===== src/hdl/assert_macros.svh =====
// Assertion macros used by the transceiver RTL.
`ifndef ASSERT_MACROS_SVH
`define ASSERT_MACROS_SVH

`ifndef SYNTHESIS

// Property that must hold at every clock edge out of reset.
`define DMT_ASSERT(lbl, clk, rst_n, prop, msg) \
	lbl: assert property (@(posedge clk) disable iff (!rst_n) (prop)) else $error(msg);

// Antecedent at one edge implies consequent at the next edge.
`define DMT_ASSERT_NEXT(lbl, clk, rst_n, ante, cons, msg) \
	lbl: assert property (@(posedge clk) disable iff (!rst_n) (ante) |=> (cons)) else $error(msg);

`else

`define DMT_ASSERT(lbl, clk, rst_n, prop, msg)

`define DMT_ASSERT_NEXT(lbl, clk, rst_n, ante, cons, msg)

`endif

`endif


===== src/hdl/dmt_pkg.sv =====
// Types, codes and reset constants of the DALI Manchester transceiver.
`default_nettype none

package dmt_pkg;

	typedef enum logic [1:0] {
		FUNC_EDGE = 2'd0,
		FUNC_TICK = 2'd1,
		FUNC_SEND = 2'd2,
		FUNC_ACK  = 2'd3
	} func_t;

	typedef enum logic [2:0] {
		RX_IDLE     = 3'd0,
		RX_START_H1 = 3'd1,
		RX_START_H2 = 3'd2,
		RX_FIRST    = 3'd3,
		RX_SECOND   = 3'd4,
		RX_READY    = 3'd5,
		RX_ERROR    = 3'd6,
		RX_SENDING  = 3'd7
	} rx_state_t;

	typedef enum logic [2:0] {
		TX_NONE    = 3'd0,
		TX_START   = 3'd1,
		TX_DATA    = 3'd2,
		TX_STOP    = 3'd3,
		TX_SUCCESS = 3'd4,
		TX_FAILED  = 3'd5
	} tx_state_t;

	typedef enum logic [2:0] {
		CL_SHORT   = 3'd0,
		CL_HALF    = 3'd1,
		CL_INVALID = 3'd2,
		CL_TWO     = 3'd3,
		CL_LONG    = 3'd4
	} class_t;

	typedef enum logic [2:0] {
		ERR_NONE         = 3'd0,
		ERR_START_H1     = 3'd1,
		ERR_DATA_H1_ONE  = 3'd2,
		ERR_DATA_H2_ZERO = 3'd3,
		ERR_START_H2     = 3'd4,
		ERR_DATA_H1_ZERO = 3'd5,
		ERR_DATA_H2_ONE  = 3'd6,
		ERR_STOP         = 3'd7
	} err_code_t;

	// configuration register indexes
	localparam logic [2:0] REG_HALF_BIT_MIN = 3'd0;
	localparam logic [2:0] REG_HALF_BIT_MAX = 3'd1;
	localparam logic [2:0] REG_TWO_HALF_MIN = 3'd2;
	localparam logic [2:0] REG_TWO_HALF_MAX = 3'd3;
	localparam logic [2:0] REG_HALF_TICKS   = 3'd4;
	localparam logic [2:0] REG_STOP_TICKS   = 3'd5;

	localparam logic [15:0] RST_HALF_BIT_MIN = 16'd303;
	localparam logic [15:0] RST_HALF_BIT_MAX = 16'd530;
	localparam logic [15:0] RST_TWO_HALF_MIN = 16'd636;
	localparam logic [15:0] RST_TWO_HALF_MAX = 16'd1030;
	localparam logic [15:0] RST_HALF_TICKS   = 16'd1;
	localparam logic [15:0] RST_STOP_TICKS   = 16'd4;

	localparam logic [5:0] RX_COUNT_MAX = 6'd63;

	typedef struct packed {
		logic [15:0] half_bit_min;
		logic [15:0] half_bit_max;
		logic [15:0] two_half_min;
		logic [15:0] two_half_max;
	} dmt_limits_t;

	typedef struct packed {
		logic [1:0]  func;
		logic        line_level;
		logic [31:0] time_us;
		logic [31:0] send_pattern;
		logic [5:0]  send_count;
	} dmt_in_t;

	typedef struct packed {
		logic        drive_short;
		logic [2:0]  receive_state;
		logic [2:0]  send_status;
		logic [31:0] frame_value;
		logic [5:0]  frame_bits;
		logic [2:0]  error_code;
		logic [2:0]  error_timing;
		logic [2:0]  error_state;
	} dmt_out_t;

endpackage

`default_nettype wire


===== src/hdl/dmt_classify.sv =====
// Edge spacing classifier: distance between two timestamps against four limits.
`default_nettype none

module dmt_classify (
	input  wire logic [31:0]         time_a,
	input  wire logic [31:0]         time_b,
	input  wire dmt_pkg::dmt_limits_t limits,
	output dmt_pkg::class_t          cls
);
	import dmt_pkg::*;

	logic [31:0] span;

	assign span = (time_a > time_b) ? (time_a - time_b) : (time_b - time_a);

	always_comb begin
		if (span < 32'(limits.half_bit_min)) begin
			cls = CL_SHORT;
		end else if (span < 32'(limits.half_bit_max)) begin
			cls = CL_HALF;
		end else if (span < 32'(limits.two_half_min)) begin
			cls = CL_INVALID;
		end else if (span < 32'(limits.two_half_max)) begin
			cls = CL_TWO;
		end else begin
			cls = CL_LONG;
		end
	end

endmodule

`default_nettype wire


===== src/hdl/dali_manchester_transceiver_core.sv =====
// DALI Manchester bus transceiver: receive decoder, sender and collision check.
//
//  channel | signals                        | dir | payload
//  --------+--------------------------------+-----+-------------------------------
//  in      | in_valid / in_ready / in_data  | in  | edge, tick, send or ack event
//  out     | out_valid / out_ready/ out_data| out | pin, states, frame, error info
//  cfg     | cfg_we / cfg_idx / cfg_data    | in  | six 16-bit timing registers
//
// One event per cycle while the result side is not stalled. An accepted beat is held in the
// input register, then a single pass of compare/shift logic updates the state registers, which
// also form the result beat; out_valid rises when the state registers take that beat.
// A stalled result still lets one more event into the input register.
// arst_n clears all state; no clearing pass is needed.
`default_nettype none

`include "assert_macros.svh"

module dali_manchester_transceiver_core #(
	parameter int MAX_HALF_BITS = 32,
	parameter int TIMER_WIDTH   = 16
) (
	input  wire logic              clk,
	input  wire logic              arst_n,
	input  wire logic              in_valid,
	output logic                   in_ready,
	input  wire dmt_pkg::dmt_in_t  in_data,
	output logic                   out_valid,
	input  wire logic              out_ready,
	output dmt_pkg::dmt_out_t      out_data,
	input  wire logic              cfg_we,
	input  wire logic [2:0]        cfg_idx,
	input  wire logic [15:0]       cfg_data
);
	import dmt_pkg::*;

	localparam int TXL_W = $clog2(MAX_HALF_BITS + 1);

	// configuration
	logic [15:0] half_bit_min_q, half_bit_max_q, two_half_min_q, two_half_max_q;
	logic [15:0] half_ticks_q, stop_ticks_q;

	// input stage
	dmt_in_t item_s1;
	logic    valid_s1;
	logic    adv;

	// transceiver state
	rx_state_t            rx_state_q, rx_state_n;
	tx_state_t            tx_state_q, tx_state_n;
	logic [31:0]          last_high_q, last_high_n;
	logic [31:0]          last_low_q, last_low_n;
	logic [31:0]          low_at_high_q, low_at_high_n;
	logic                 watch_q, watch_n;
	logic [31:0]          tx_pattern_q, tx_pattern_n;
	logic [TXL_W-1:0]     tx_left_q, tx_left_n;
	logic [31:0]          rx_value_q, rx_value_n;
	logic [5:0]           rx_count_q, rx_count_n;
	logic [TIMER_WIDTH-1:0] timer_q, timer_n;
	logic                 drive_q, drive_n;
	err_code_t            err_code_q, err_code_n;
	class_t               err_timing_q, err_timing_n;
	logic [2:0]           err_state_q, err_state_n;
	logic                 out_valid_q;

	// helpers
	dmt_limits_t          limits;
	class_t               cls;
	logic [31:0]          other_time;
	logic [TIMER_WIDTH-1:0] half_raw, stop_raw, half_ld, stop_ld;
	logic [5:0]           count_inc;
	logic [TXL_W-1:0]     send_left;

	always_ff @(posedge clk or negedge arst_n) begin
		if (!arst_n) begin
			half_bit_min_q <= RST_HALF_BIT_MIN;
			half_bit_max_q <= RST_HALF_BIT_MAX;
			two_half_min_q <= RST_TWO_HALF_MIN;
			two_half_max_q <= RST_TWO_HALF_MAX;
			half_ticks_q   <= RST_HALF_TICKS;
			stop_ticks_q   <= RST_STOP_TICKS;
		end else if (cfg_we) begin
			case (cfg_idx)
				REG_HALF_BIT_MIN: half_bit_min_q <= cfg_data;
				REG_HALF_BIT_MAX: half_bit_max_q <= cfg_data;
				REG_TWO_HALF_MIN: two_half_min_q <= cfg_data;
				REG_TWO_HALF_MAX: two_half_max_q <= cfg_data;
				REG_HALF_TICKS:   half_ticks_q   <= cfg_data;
				REG_STOP_TICKS:   stop_ticks_q   <= cfg_data;
				default: ;
			endcase
		end
	end

	// handshake: input register drains into the state/result registers
	assign adv      = valid_s1 && (!out_valid_q || out_ready);
	assign in_ready = !valid_s1 || adv;

	always_ff @(posedge clk or negedge arst_n) begin
		if (!arst_n) begin
			valid_s1    <= 1'b0;
			out_valid_q <= 1'b0;
		end else begin
			if (in_valid && in_ready) begin
				valid_s1 <= 1'b1;
			end else if (adv) begin
				valid_s1 <= 1'b0;
			end
			if (adv) begin
				out_valid_q <= 1'b1;
			end else if (out_ready) begin
				out_valid_q <= 1'b0;
			end
		end
	end

	always_ff @(posedge clk) begin
		if (in_valid && in_ready) begin
			item_s1 <= in_data;
		end
	end

	// spacing class against the opposite edge's last timestamp
	assign limits = '{half_bit_min: half_bit_min_q, half_bit_max: half_bit_max_q,
		two_half_min: two_half_min_q, two_half_max: two_half_max_q};
	assign other_time = item_s1.line_level ? last_high_q : last_low_q;

	dmt_classify u_classify (
		.time_a (item_s1.time_us),
		.time_b (other_time),
		.limits (limits),
		.cls    (cls)
	);

	// a zero timer length after masking loads as one
	assign half_raw = TIMER_WIDTH'(half_ticks_q);
	assign stop_raw = TIMER_WIDTH'(stop_ticks_q);
	assign half_ld  = (half_raw == '0) ? TIMER_WIDTH'(1) : half_raw;
	assign stop_ld  = (stop_raw == '0) ? TIMER_WIDTH'(1) : stop_raw;

	assign count_inc = (rx_count_q < RX_COUNT_MAX) ? (rx_count_q + 6'd1) : rx_count_q;
	assign send_left = (32'(item_s1.send_count) > MAX_HALF_BITS) ?
		TXL_W'(MAX_HALF_BITS) : TXL_W'(item_s1.send_count);

	always_comb begin
		rx_state_n    = rx_state_q;
		tx_state_n    = tx_state_q;
		last_high_n   = last_high_q;
		last_low_n    = last_low_q;
		low_at_high_n = low_at_high_q;
		watch_n       = watch_q;
		tx_pattern_n  = tx_pattern_q;
		tx_left_n     = tx_left_q;
		rx_value_n    = rx_value_q;
		rx_count_n    = rx_count_q;
		timer_n       = timer_q;
		drive_n       = drive_q;
		err_code_n    = err_code_q;
		err_timing_n  = err_timing_q;
		err_state_n   = err_state_q;

		case (func_t'(item_s1.func))
			FUNC_EDGE: begin
				if (!item_s1.line_level) begin
					// DALI high edge
					last_high_n = item_s1.time_us;
					case (rx_state_q)
						RX_START_H1: begin
							if (cls == CL_HALF) begin
								rx_state_n = RX_START_H2;
							end else begin
								err_code_n = ERR_START_H1; err_timing_n = cls;
								rx_state_n = RX_ERROR;
							end
						end
						RX_FIRST: begin
							if (cls == CL_HALF) begin
								rx_state_n = RX_SECOND;
								timer_n    = stop_ld;
							end else begin
								err_code_n = ERR_DATA_H1_ONE; err_timing_n = cls;
								rx_state_n = RX_ERROR;
							end
						end
						RX_SECOND: begin
							if (cls == CL_HALF || cls == CL_TWO) begin
								rx_value_n = {rx_value_q[30:0], 1'b0};
								rx_count_n = count_inc;
								timer_n    = stop_ld;
								if (cls == CL_HALF) begin
									rx_state_n = RX_FIRST;
								end
							end else begin
								err_code_n = ERR_DATA_H2_ZERO; err_timing_n = cls;
								rx_state_n = RX_ERROR;
							end
						end
						default: ;
					endcase
				end else begin
					// DALI low edge
					last_low_n = item_s1.time_us;
					if (rx_state_q != RX_SENDING) begin
						timer_n = '0;
					end
					case (rx_state_q)
						RX_IDLE: begin
							rx_state_n = RX_START_H1;
							rx_value_n = '0;
							rx_count_n = '0;
						end
						RX_START_H2: begin
							if (cls == CL_HALF) begin
								rx_state_n = RX_FIRST;
							end else if (cls == CL_TWO) begin
								rx_state_n = RX_SECOND;
							end else begin
								err_code_n = ERR_START_H2; err_timing_n = cls;
								rx_state_n = RX_ERROR;
							end
						end
						RX_FIRST: begin
							if (cls == CL_HALF) begin
								rx_state_n = RX_SECOND;
							end else begin
								err_code_n = ERR_DATA_H1_ZERO; err_timing_n = cls;
								rx_state_n = RX_ERROR;
							end
						end
						RX_SECOND: begin
							if (cls == CL_HALF || cls == CL_TWO) begin
								rx_value_n = {rx_value_q[30:0], 1'b1};
								rx_count_n = count_inc;
								if (cls == CL_HALF) begin
									rx_state_n = RX_FIRST;
								end
							end else begin
								err_code_n = ERR_DATA_H2_ONE; err_timing_n = cls;
								rx_state_n = RX_ERROR;
							end
						end
						default: ;
					endcase
				end
			end
			FUNC_TICK: begin
				if (timer_q != '0) begin
					timer_n = timer_q - TIMER_WIDTH'(1);
					if (timer_q == TIMER_WIDTH'(1)) begin
						if (rx_state_q == RX_SENDING) begin
							if (watch_q && last_low_q != low_at_high_q) begin
								// someone pulled the bus low while we released it
								tx_state_n = TX_FAILED;
								rx_state_n = RX_START_H1;
								rx_value_n = '0;
								rx_count_n = '0;
								watch_n    = 1'b0;
							end else begin
								case (tx_state_q)
									TX_START: begin
										drive_n       = 1'b0;
										low_at_high_n = last_low_q;
										watch_n       = 1'b1;
										tx_state_n    = TX_DATA;
										timer_n       = half_ld;
									end
									TX_DATA: begin
										if (tx_left_q == '0) begin
											drive_n       = 1'b0;
											low_at_high_n = last_low_q;
											watch_n       = 1'b1;
											tx_state_n    = TX_STOP;
											timer_n       = stop_ld;
										end else begin
											if (tx_pattern_q[0]) begin
												drive_n       = 1'b0;
												low_at_high_n = last_low_q;
												watch_n       = 1'b1;
											end else begin
												drive_n = 1'b1;
												watch_n = 1'b0;
											end
											tx_pattern_n = {1'b0, tx_pattern_q[31:1]};
											tx_left_n    = tx_left_q - TXL_W'(1);
											timer_n      = half_ld;
										end
									end
									TX_STOP: begin
										tx_state_n = TX_SUCCESS;
										rx_state_n = RX_IDLE;
									end
									default: ;
								endcase
							end
						end else begin
							// stop condition on the receive side
							case (rx_state_q)
								RX_SECOND: begin
									rx_value_n = {rx_value_q[30:0], 1'b1};
									rx_count_n = count_inc;
									rx_state_n = RX_READY;
								end
								RX_FIRST: begin
									rx_state_n = RX_READY;
								end
								default: begin
									err_state_n = rx_state_q;
									err_code_n  = ERR_STOP;
									rx_state_n  = RX_ERROR;
								end
							endcase
						end
					end
				end
			end
			FUNC_SEND: begin
				tx_pattern_n = item_s1.send_pattern;
				tx_left_n    = send_left;
				rx_state_n   = RX_SENDING;
				tx_state_n   = TX_START;
				drive_n      = 1'b1;
				watch_n      = 1'b0;
				timer_n      = half_ld;
			end
			FUNC_ACK: begin
				if (rx_state_q == RX_READY || rx_state_q == RX_ERROR) begin
					rx_state_n   = RX_IDLE;
					err_code_n   = ERR_NONE;
					err_timing_n = CL_SHORT;
					err_state_n  = '0;
				end
			end
			default: ;
		endcase
	end

	always_ff @(posedge clk or negedge arst_n) begin
		if (!arst_n) begin
			rx_state_q    <= RX_IDLE;
			tx_state_q    <= TX_NONE;
			last_high_q   <= '0;
			last_low_q    <= '0;
			low_at_high_q <= '0;
			watch_q       <= 1'b0;
			tx_pattern_q  <= '0;
			tx_left_q     <= '0;
			rx_value_q    <= '0;
			rx_count_q    <= '0;
			timer_q       <= '0;
			drive_q       <= 1'b0;
			err_code_q    <= ERR_NONE;
			err_timing_q  <= CL_SHORT;
			err_state_q   <= '0;
		end else if (adv) begin
			rx_state_q    <= rx_state_n;
			tx_state_q    <= tx_state_n;
			last_high_q   <= last_high_n;
			last_low_q    <= last_low_n;
			low_at_high_q <= low_at_high_n;
			watch_q       <= watch_n;
			tx_pattern_q  <= tx_pattern_n;
			tx_left_q     <= tx_left_n;
			rx_value_q    <= rx_value_n;
			rx_count_q    <= rx_count_n;
			timer_q       <= timer_n;
			drive_q       <= drive_n;
			err_code_q    <= err_code_n;
			err_timing_q  <= err_timing_n;
			err_state_q   <= err_state_n;
		end
	end

	// state only moves on a processed beat, so it doubles as the result
	assign out_valid              = out_valid_q;
	assign out_data.drive_short   = drive_q;
	assign out_data.receive_state = rx_state_q;
	assign out_data.send_status   = tx_state_q;
	assign out_data.frame_value   = rx_value_q;
	assign out_data.frame_bits    = rx_count_q;
	assign out_data.error_code    = err_code_q;
	assign out_data.error_timing  = err_timing_q;
	assign out_data.error_state   = err_state_q;

	`DMT_ASSERT(a_drive_only_sending, clk, arst_n, !drive_q || rx_state_q == RX_SENDING, "bus driven low outside sending")
	`DMT_ASSERT(a_watch_released, clk, arst_n, !watch_q || !drive_q, "collision watch armed while driving low")
	`DMT_ASSERT(a_tx_active_sending, clk, arst_n, !(tx_state_q == TX_START || tx_state_q == TX_DATA || tx_state_q == TX_STOP) || rx_state_q == RX_SENDING, "sender active while receiver not in sending")
	`DMT_ASSERT_NEXT(a_result_held, clk, arst_n, !adv, $stable(rx_value_q) && $stable(rx_state_q) && $stable(timer_q), "state changed without a processed beat")
	`DMT_ASSERT_NEXT(a_item_kept, clk, arst_n, valid_s1 && !adv, valid_s1, "input beat dropped while stalled")

endmodule

`default_nettype wire


===== config.mk =====
export PLATFORM = sky130hd
export DESIGN_NAME = dali_manchester_transceiver_core
export DESIGN_NICKNAME = d
export VERILOG_FILES = /design/src/hdl/dmt_pkg.sv /design/src/hdl/dmt_classify.sv /design/src/hdl/dali_manchester_transceiver_core.sv
export VERILOG_INCLUDE_DIRS = /design/src /design/src/hdl
export SDC_FILE = /design/constraint.sdc
export NUM_CORES = 1
export LEC_CHECK = 0
export BUFFER_PORTS_ARGS = -buffer_cell sky130_fd_sc_hd__buf_2
export CORE_MARGIN = 4
export CORE_UTILIZATION = 55
export DETAILED_ROUTE_END_ITERATION = 8
export PLACE_DENSITY = 0.74
export SYNTH_ARGS = -nofsm -noshare
export SYNTH_HDL_FRONTEND = slang
export SYNTH_SLANG_ARGS = --single-unit

===== constraint.sdc =====
create_clock -name clk -period 9.3 [get_ports clk]
set_input_delay 1.395 -clock clk [delete_from_list [all_inputs] [get_ports clk]]
set_output_delay 1.395 -clock clk [all_outputs]
set_load 0.02 [all_outputs]

==> out/metrics.cfg <==
[cts]
cts_hold_buffers = 0
numCtsBuffers = 41
post-cts-setup-buffers = 0
cts_tree = done
clock-root-buffer = clkbuf_16
clk_latency_ps = 560
cts.clk_slew.worst_paths_ps = 60
cts_sinks = 376
cts_buffer_depth = 3
cts_resized = 0
htree_levels = 2

[cells_and_area]
finish.utilization_pct = 62.35
area_growth_pct = 11.57
layout-drive-gt1-share_pct = 16.52
nNetsFinal = 2554
num-fill-cells = 3271
diodes = 0

[timing]
finalSetupViolations = 0
hold_violations = 0
final.setup.tns_ps = 0
skew_ps = 19.92
rsz0062_at_grt = false
hold_slack_ps = 476.8
max_slew_margin_pct = 21.71
layout_setup_ws_ps = 1436
worst_pin_slew_ps = 1167
final.min_clock_period_ps = 7864
fin_crit_sh_pct = 84.56
fmax_ghz = 0.1272
final_max_slew_viol_count = 0

[detailed_routing]
postRouteAntennaNets = 0
vias_per_cell = 5.875
routed_wl_microns = 56590
wl_per_cell_microns = 19.70
drt_iter0_markers = 1304
drt_first_pass_iters = 7
vias = 16880
post-route-drc-count = 0

[worst_setup_path]
arrival_ps = 8320
path_max_fanout = 32
ff2ff_path_depth = 22
end_kind = register
required_ps = 9760
setup.worst_path.start_class = register
timing.rr.start = item_s1[70]$_DFFE_PP_
crit_type = register to register
reg2reg_setup_slack_ps = 1440
crit-reg2reg-capture = rx_value_q[27]$_DFFE_PN0P_

[power_and_ir_drop]
peakVddDrop_mv = 0.1816
leakage_nw = 11.12
power.density_nw_per_um2 = 291.9

[synthesis]
synthTopCellsByCount = dfrtp_1, nand2_1, o21ai_0
synth_cells = 2215
ys_seq_area_share_pct = 45.17
synthTopCellsByArea = dfrtp_1, edfxtp_1, ha_1
synth_area_sq_um = 21700
synth_nets = 2446
synthFlopType = dfrtp_1
avgSynthCellArea_sq_um = 9.795
synth_edf_count = 73
yosysMostFrequentCell = dfrtp_1
ys_types = 81
netlist.top_cell.by_area = dfrtp_1
synth-async-reset-ratio_pct = 80.59
ys_seq_elements = 376
ys_warn_count = 0
netlist.area_leader.share_pct = 32.64

[die]
core_area_sq_um = 38830
num_io_pins = 153
die_area_sq_um = 42690
die_w_microns = 206.6
rows = 72
start_util_pct = 55.88
chipHeight_microns = 206.6

[placed_design]
post-place-ws_ps = 1568
gp_congestion = 1.016
io_buffers = 152
dpl.hpwl_microns = 41770

[grt]
track_usage_pct = 26.40
grt_max_degree = 168
first_global_vias = 16670
antenna_found_initial = 0
grt_first_pass_wirelength_microns = 90310
overflow = 0

[worst_hold_path]
holdPathStages = 2
whs_endpoint = err_state_q[1]$_DFFE_PN0P_
hold_start = err_state_q[1]$_DFFE_PN0P_
hold_path_class = register to register

[run_status]
outcome = finished, final reports clean

[flow_run]
max-cap-violations = 0

==> cells in the final DEF (no fill, tap or decap), types with 12 or more instances in the layout <==
| cell type | instances |
|---|---|
| dfrtp_1 | 283 |
| edfxtp_1 | 73 |
| o211ai_1 | 22 |
| ha_1 | 131 |
| clkbuf_16 | 43 |
| a21o_1 | 34 |
| nand3_1 | 38 |
| a22oi_1 | 16 |
| nor2_1 | 107 |
| nand4_1 | 28 |
| a21oi_1 | 160 |
| nor3_1 | 30 |
| a211oi_1 | 13 |
| inv_1 | 174 |
| o21ai_0 | 198 |
| nor2b_1 | 12 |
| nand2_1 | 257 |
| xnor2_1 | 25 |
| clkbuf_1 | 12 |
| nand2b_1 | 16 |
| xor2_1 | 52 |
| mux2i_1 | 112 |
| buf_2 | 151 |
| dfstp_2 | 20 |
| o21a_1 | 13 |
| buf_4 | 20 |
| nor4_1 | 23 |
| a22o_1 | 19 |
| a31oi_1 | 16 |
| mux2_2 | 107 |
==> layer usage <==
| layer | track usage (%) | vias up | share of wire [%] |
|---|---|---|---|
| li1 | - | 8052 | - |
| met1 | 36.46 | 8203 | 44 |
| met2 | 43.40 | 523 | 47 |
| met3 | 4.687 | 100 | 5.9 |
| met4 | 7.224 | 0 | 2.5 |
| met5 | 0 | - | 0 |
==> how the worst max path moves through the flow <==
| stage | slack [ps] | from | cells after the start | end |
|---|---|---|---|---|
| after floorplan | 2360 | item_s1[70]$_DFFE_PP_ | 27 | err_code_q[0]$_DFFE_PN0P_ |
| after global placement | 1750 | item_s1[70]$_DFFE_PP_ | 23 | rx_value_q[3]$_DFFE_PN0P_ |
| after detailed placement | 1570 | item_s1[70]$_DFFE_PP_ | 22 | rx_value_q[27]$_DFFE_PN0P_ |
| after CTS | 1520 | item_s1[70]$_DFFE_PP_ | 22 | rx_value_q[27]$_DFFE_PN0P_ |
| after global routing | 920 | item_s1[70]$_DFFE_PP_ | 22 | rx_value_q[29]$_DFFE_PN0P_ |
| final | 1440 | item_s1[70]$_DFFE_PP_ | 22 | rx_value_q[27]$_DFFE_PN0P_ |
==> where the power goes <==
| group | switching [mW] | internal (mW) | total, mW |
|---|---|---|---|
| sequential | 0.352 | 2.10 | 2.45 |
| combinational | 1.80 | 1.16 | 2.95 |
| clock | 0.658 | 1.01 | 1.67 |
| total | 2.81 | 4.26 | 7.06 |
==> kinds of logic after synthesis <==
family                     synth area share, %
AOI/OAI and AO/OA                        15.88
xor gates and xnor gates                 3.108
adders and majority gates                7.797
buffers and inverters                    5.392
DFF                                      45.17
muxes                                    10.72
and+or+nand+nor                          11.93
==> worst max-delay path: stages, from the launching register on <==
cell and delay [ps]:
edfxtp_1 1000, buf_4 430, mux2i_1 270, inv_1 60
ha_1 460, nand4_1 310, nor4_4 430, nand2_1 180
a2bb2oi_4 400, mux2i_1 180, xnor2_1 560, ha_1 380
nand3_1 100, a21oi_1 70, nor4_1 290, o31a_1 230
o21ai_1 200, inv_1 170, o211ai_1 120, or4b_1 860
a31oi_4 270, buf_4 480, mux2i_1 280
==> registers in the layout (all words and copies together), names as in the netlist, 3 cells and up <==
register	count
item_s1	73
last_high_q	32
last_low_q	32
low_at_high_q	32
rx_value_q	32
tx_pattern_q	32
half_bit_max_q	16
half_bit_min_q	16
half_raw	16
stop_raw	16
timer_q	16
two_half_max_q	16
two_half_min_q	16
rx_count_q	6
tx_left_q	6
err_code_q	3
err_state_q	3
err_timing_q	3
rx_state_q	3
tx_state_q	3
==> area by class of cell <==
type | instances | area [sq um] | share of cell area [%]
Clock buffer | 61 | 1204 | 4.972
Inverter | 176 | 660.6 | 2.729
Clock inverter | 14 | 180.2 | 0.7443
Timing Repair Buffer | 173 | 940.9 | 3.887
Sequential cell | 376 | 9799 | 40.48
Multi-Input combinational cell | 1555 | 10770 | 44.51
Tap cell | 518 | 648.1 | 2.677
==> stage by stage <==
step | cell area (sq um) | instances | power (mW)
2_1_floorplan | 21700 | 2215 | 4.504
3_3_place_gp | 22820 | 2798 | 5.268
3_5_place_dp | 22820 | 2798 | 5.375
4_1_cts | 24210 | 2873 | 7.084
5_1_grt | 24210 | 2873 | 7.569
6_report | 24210 | 2873 | 7.065
(Power assumes the default switching activity.)
